===== src/c1l_pkg.sv =====
// ----------------------------------------------------------------------------
// c1l_pkg
// Shared types, constants and the Crypto-1 filter for the LFSR lane bank.
// ----------------------------------------------------------------------------
package c1l_pkg;

  localparam int LANES = 64;
  localparam int IDX_W = (LANES > 1) ? $clog2(LANES) : 1;

  localparam int STATE_W = 48;
  localparam int BITS_W  = 64;

  // Feedback taps in slot order (slot 47-k holds x_k).
  localparam logic [STATE_W-1:0] TAPS_NO_X0 = 48'h046B_50D4_1170;
  localparam logic [STATE_W-1:0] TAPS_ALL   = 48'h846B_50D4_1170;

  localparam logic [31:0] FILT_A   = 32'h000F_22C0;
  localparam logic [31:0] FILT_B   = 32'h0006_C9C0;
  localparam logic [31:0] FILT_C   = 32'h0003_C8B0;
  localparam logic [31:0] FILT_D   = 32'h0001_E458;
  localparam logic [31:0] FILT_E   = 32'h0000_D938;
  localparam logic [31:0] FILT_OUT = 32'hEC57_E80A;

  typedef enum logic [1:0] {
    OP_LOAD = 2'd0,
    OP_STEP = 2'd1,
    OP_BACK = 2'd2,
    OP_READ = 2'd3
  } c1l_op_e;

  typedef struct packed {
    logic accept;
    logic fwd;
    logic back;
    logic enc;
  } c1l_ctrl_t;

  // 20-input filter over the even slots.
  function automatic logic filter20(logic [STATE_W-1:0] s);
    logic [19:0] x;
    logic [4:0]  f;
    for (int j = 0; j < 20; j++) begin
      x[j] = s[2*j];
    end
    f[4] = FILT_A[5'(x[3:0])   + 5'd4];
    f[3] = FILT_B[5'(x[7:4])   + 5'd3];
    f[2] = FILT_C[5'(x[11:8])  + 5'd2];
    f[1] = FILT_D[5'(x[15:12]) + 5'd1];
    f[0] = FILT_E[5'(x[19:16])];
    return FILT_OUT[f];
  endfunction

endpackage


===== src/c1l_lane.sv =====
// ----------------------------------------------------------------------------
// c1l_lane
// One Crypto-1 48-bit LFSR: load, forward step or rollback per word.
// ----------------------------------------------------------------------------
module c1l_lane (
  input  logic                              clk_i,
  input  logic                              rst_ni,
  input  c1l_pkg::c1l_ctrl_t                ctrl_i,
  input  logic                              load_i,
  input  logic [c1l_pkg::STATE_W-1:0]       load_value_i,
  input  logic                              in_bit_i,
  output logic [c1l_pkg::STATE_W-1:0]       state_o,
  output logic                              ks_o
);

  logic [c1l_pkg::STATE_W-1:0] state_q, state_d;
  logic [c1l_pkg::STATE_W-1:0] back_n;
  logic fwd_ks, back_ks, fwd_fb, back_fb;

  assign back_n  = {1'b0, state_q[c1l_pkg::STATE_W-1:1]};
  assign fwd_ks  = c1l_pkg::filter20(state_q);
  assign back_ks = c1l_pkg::filter20(back_n);
  assign fwd_fb  = (^(state_q & c1l_pkg::TAPS_ALL)) ^ in_bit_i ^ (ctrl_i.enc & fwd_ks);
  assign back_fb = state_q[0] ^ (ctrl_i.enc & back_ks)
                 ^ (^(back_n & c1l_pkg::TAPS_NO_X0)) ^ in_bit_i;

  always_comb begin
    state_d = state_q;
    if (ctrl_i.accept) begin
      if (load_i) begin
        state_d = load_value_i;
      end else if (ctrl_i.fwd) begin
        state_d = {state_q[c1l_pkg::STATE_W-2:0], fwd_fb};
      end else if (ctrl_i.back) begin
        state_d = {back_fb, state_q[c1l_pkg::STATE_W-1:1]};
      end
    end
  end

  always_ff @(posedge clk_i or negedge rst_ni) begin
    if (!rst_ni) begin
      state_q <= '0;
    end else begin
      state_q <= state_d;
    end
  end

  assign state_o = state_d;
  assign ks_o    = (ctrl_i.fwd & fwd_ks) | (ctrl_i.back & back_ks);

endmodule


===== config.mk =====
export PLATFORM = sky130hd
export DESIGN_NAME = c1l_lane
export DESIGN_NICKNAME = d
export VERILOG_FILES = /design/src/c1l_pkg.sv /design/src/c1l_lane.sv
export SDC_FILE = /design/constraint.sdc
export NUM_CORES = 1
export LEC_CHECK = 0
export BUFFER_PORTS_ARGS = -buffer_cell sky130_fd_sc_hd__buf_4
export CORE_UTILIZATION = 59
export DETAILED_ROUTE_END_ITERATION = 6
export GPL_TIMING_DRIVEN = 1
export MAX_ROUTING_LAYER = met4
export PLACE_DENSITY = 0.88
export RECOVER_POWER = 100
export SYNTH_ARGS = -nofsm -noshare
export SYNTH_HDL_FRONTEND = slang
export SYNTH_SLANG_ARGS = --single-unit

===== constraint.sdc =====
create_clock -name clk_i -period 6 [get_ports clk_i]
set_input_delay 0.9 -clock clk_i [delete_from_list [all_inputs] [get_ports clk_i]]
set_output_delay 0.9 -clock clk_i [all_outputs]
set_load 0.03 [all_outputs]

==> impl_metrics.env <==
export IMPL_ys_seq_area_share_pct=29.1
export IMPL_drv_cap=2
export IMPL_drv_slew=148
export IMPL_syn2layout_area_growth_pct=15.6
export IMPL_clkTransAtPathRegs_ns=0.09
export IMPL_rr_worst_depth=9
export IMPL_synth_area_mm2=0.00413
export IMPL_drc_errors=0
export IMPL_postCtsSetupRepairBufs=0
export IMPL_yosysWarnings=0
export IMPL_tns_ns=0
export IMPL_cp_end_kind="output pin"
export IMPL_antenna_found_initial=0
export IMPL_required_ns=5.10
export IMPL_cts_resized_gates=0
export IMPL_start_util_pct=60.8
export IMPL_path_max_fanout=98
export IMPL_reg_top3="state_q (48)"
export IMPL_layout_commonest_cell="nor2_1"
export IMPL_ios=105
export IMPL_hpwlAfterDp_um=6860
export IMPL_rows=30
export IMPL_peakVddDrop_v=0.000177
export IMPL_diodes=0
export IMPL_drtIter0Drc=218
export IMPL_fill_cells=581
export IMPL_nets=691
export IMPL_die_area_mm2=0.00734
export IMPL_drtAntennaViolNets=0
export IMPL_first_global_vias=3692
export IMPL_yosys_cell_types_count=43
export IMPL_crit_path_start_kind="input port"
export IMPL_critPathLaunch="ctrl_i[2]"
export IMPL_wl_per_cell_um=14.1
export IMPL_cts_hold_buffers=0
export IMPL_postSynthCellCount=553
export IMPL_routed_via_density=5.76
export IMPL_path_class="in -> out"
export IMPL_grt_pass1_wl_um=16800
export IMPL_total_power_uw=1370
export IMPL_fin_crit_sh_pct=68.6
export IMPL_cts_sinks=48
export IMPL_holdWs_ns=0.603
export IMPL_cts_path_max_buffers=2
export IMPL_vias=4128
export IMPL_hp_start="state_q[40]"
export IMPL_violations="max-capacitance violations, max-slew violations"
export IMPL_fmax_mhz=243
export IMPL_core_area_mm2=0.00679
export IMPL_ctsHtreeMaxLevel=2
export IMPL_synth_edf_count=0
export IMPL_crit_arrival_ns=3.22
export IMPL_io_buffers=104
export IMPL_synth_ff_type="dfrtp_1"
export IMPL_finClkSkew_ns=0.00907
export IMPL_min_period_ns=4.12
export IMPL_rsz0062_at_grt="no"
export IMPL_min_to="state_q[40]"
export IMPL_root_buffer="clkbuf_8"
export IMPL_die_x_um=85.7
export IMPL_synthArstFlopShare_pct=100
export IMPL_status="finished, violations left"
export IMPL_synth_nets=624
export IMPL_grt_max_degree=99
export IMPL_regMostFlops="state_q"
export IMPL_die_h_um=85.7
export IMPL_numCtsBuffers=5
export IMPL_whs_path_depth=2
export IMPL_p_per_area_mw_per_mm2=286
export IMPL_drt_pass1_iter_count=4
export IMPL_r2r_setup_slack_ns=3.42
export IMPL_wirelength_um=10100
export IMPL_tightest_slew_ns=2.73
export IMPL_finalHoldViolCount=0
export IMPL_gp_congestion=0.829
export IMPL_clkLatencyLatePin_ns=0.31
export IMPL_setup_viol_count_final=0
export IMPL_drive_above_1_share_pct=11.0
export IMPL_avgSynthCellArea_um2=7.47
export IMPL_reg2reg_from="state_q[8]"
export IMPL_hold_class="reg -> reg"
export IMPL_max_slew_margin_pct=-82.3
export IMPL_track_usage_pct=28.8
export IMPL_tritoncts="built"
export IMPL_grt_overflow_total=0
export IMPL_largest_reg_flops=48
export IMPL_cellLeakagePower_uw=0.00206
export IMPL_mostFrequentLayoutCells="nor2_1, a21oi_1, buf_4"
export IMPL_reg2reg_to="state_q[0]"
export IMPL_ys_seq_elements=48
## worst max-delay path by stage
stage	endpoint	slack, ns	cells after the start
2_1_floorplan	state_o[47]	2.57	10
3_5_place_dp	state_o[0]	2.46	10
5_1_grt	state_o[18]	1.66	6
6_report	state_o[25]	1.88	6
3_3_place_gp	state_o[0]	2.56	10
4_1_cts	state_o[0]	2.10	10
## report_power, final
part           total, µW  internal, µW  switching (µW)
combinational        679           284             395
clock                238           124             114
sequential           449           367            82.2
total               1370           775             591
## per-stage QoR
stage,setup WS (ns),cell area (µm²),cells,utilization [%]
after CTS,2.10,4960,717,73.1
final,1.88,4770,717,70.3
after detailed placement,2.46,4860,709,71.5
after global routing,1.66,4770,717,70.3
after floorplan,2.57,4130,553,-
after global placement,2.56,4860,709,71.5
## final cells by class
type / instances / area [µm²] / share of cell area (%)
multi-input cells: 446 / 2690 / 56.4
flip-flops and latches: 48 / 1200 / 25.2
repair buffers: 104 / 598 / 12.5
well taps: 96 / 120 / 2.52
clock buffers: 6 / 72.6 / 1.52
inverters: 15 / 56.3 / 1.18
clock inverters: 2 / 35.0 / 0.734
## critical path, cell delays in order
cell and delay, ns:
clkbuf_2 1.22, a211oi_1 0.10, a211oi_1 0.30, a21oi_1 0.07, a21oi_1 0.27, clkbuf_1 0.34
## cell families (layout without fill, tap and decap cells)
| family | count (synthesis) | in the layout | synth area share (%) |
|---|---|---|---|
| AO/OA/AOI/OAI | 181 | 181 | 24.8 |
| XOR/XNOR | 30 | 30 | 6.36 |
| adder cells (fa/ha/maj) | 15 | 15 | 4.54 |
| buffers and inverters | 59 | 127 | 5.60 |
| flip-flops | 48 | 48 | 29.1 |
| multiplexers | 45 | 45 | 11.5 |
| AND/OR/NAND/NOR | 175 | 175 | 18.1 |
## layer usage
layer | vias up | GRT usage (%) | wire [µm]
met3 | 17 | 3.75 | 519
met2 | 132 | 47.4 | 5030
li1 | 2066 | - | -
met4 | 0 | 8.94 | 157
met1 | 1913 | 37.0 | 4430
met5 | - | - | 0
## cells in the mapped netlist (12+ instances only)
master	number	area [µm²]
o21ai_0	26	130
clkbuf_1	30	113
mux2i_1	43	430
a211oi_1	12	90.1
nor2_1	115	432
dfrtp_1	48	1200
nor2b_1	12	75.1
xnor2_1	27	236
nand2_1	25	93.8
inv_1	14	52.6
a21oi_1	113	566
ha_1	15	188
Power figures use the tool's default switching activity.
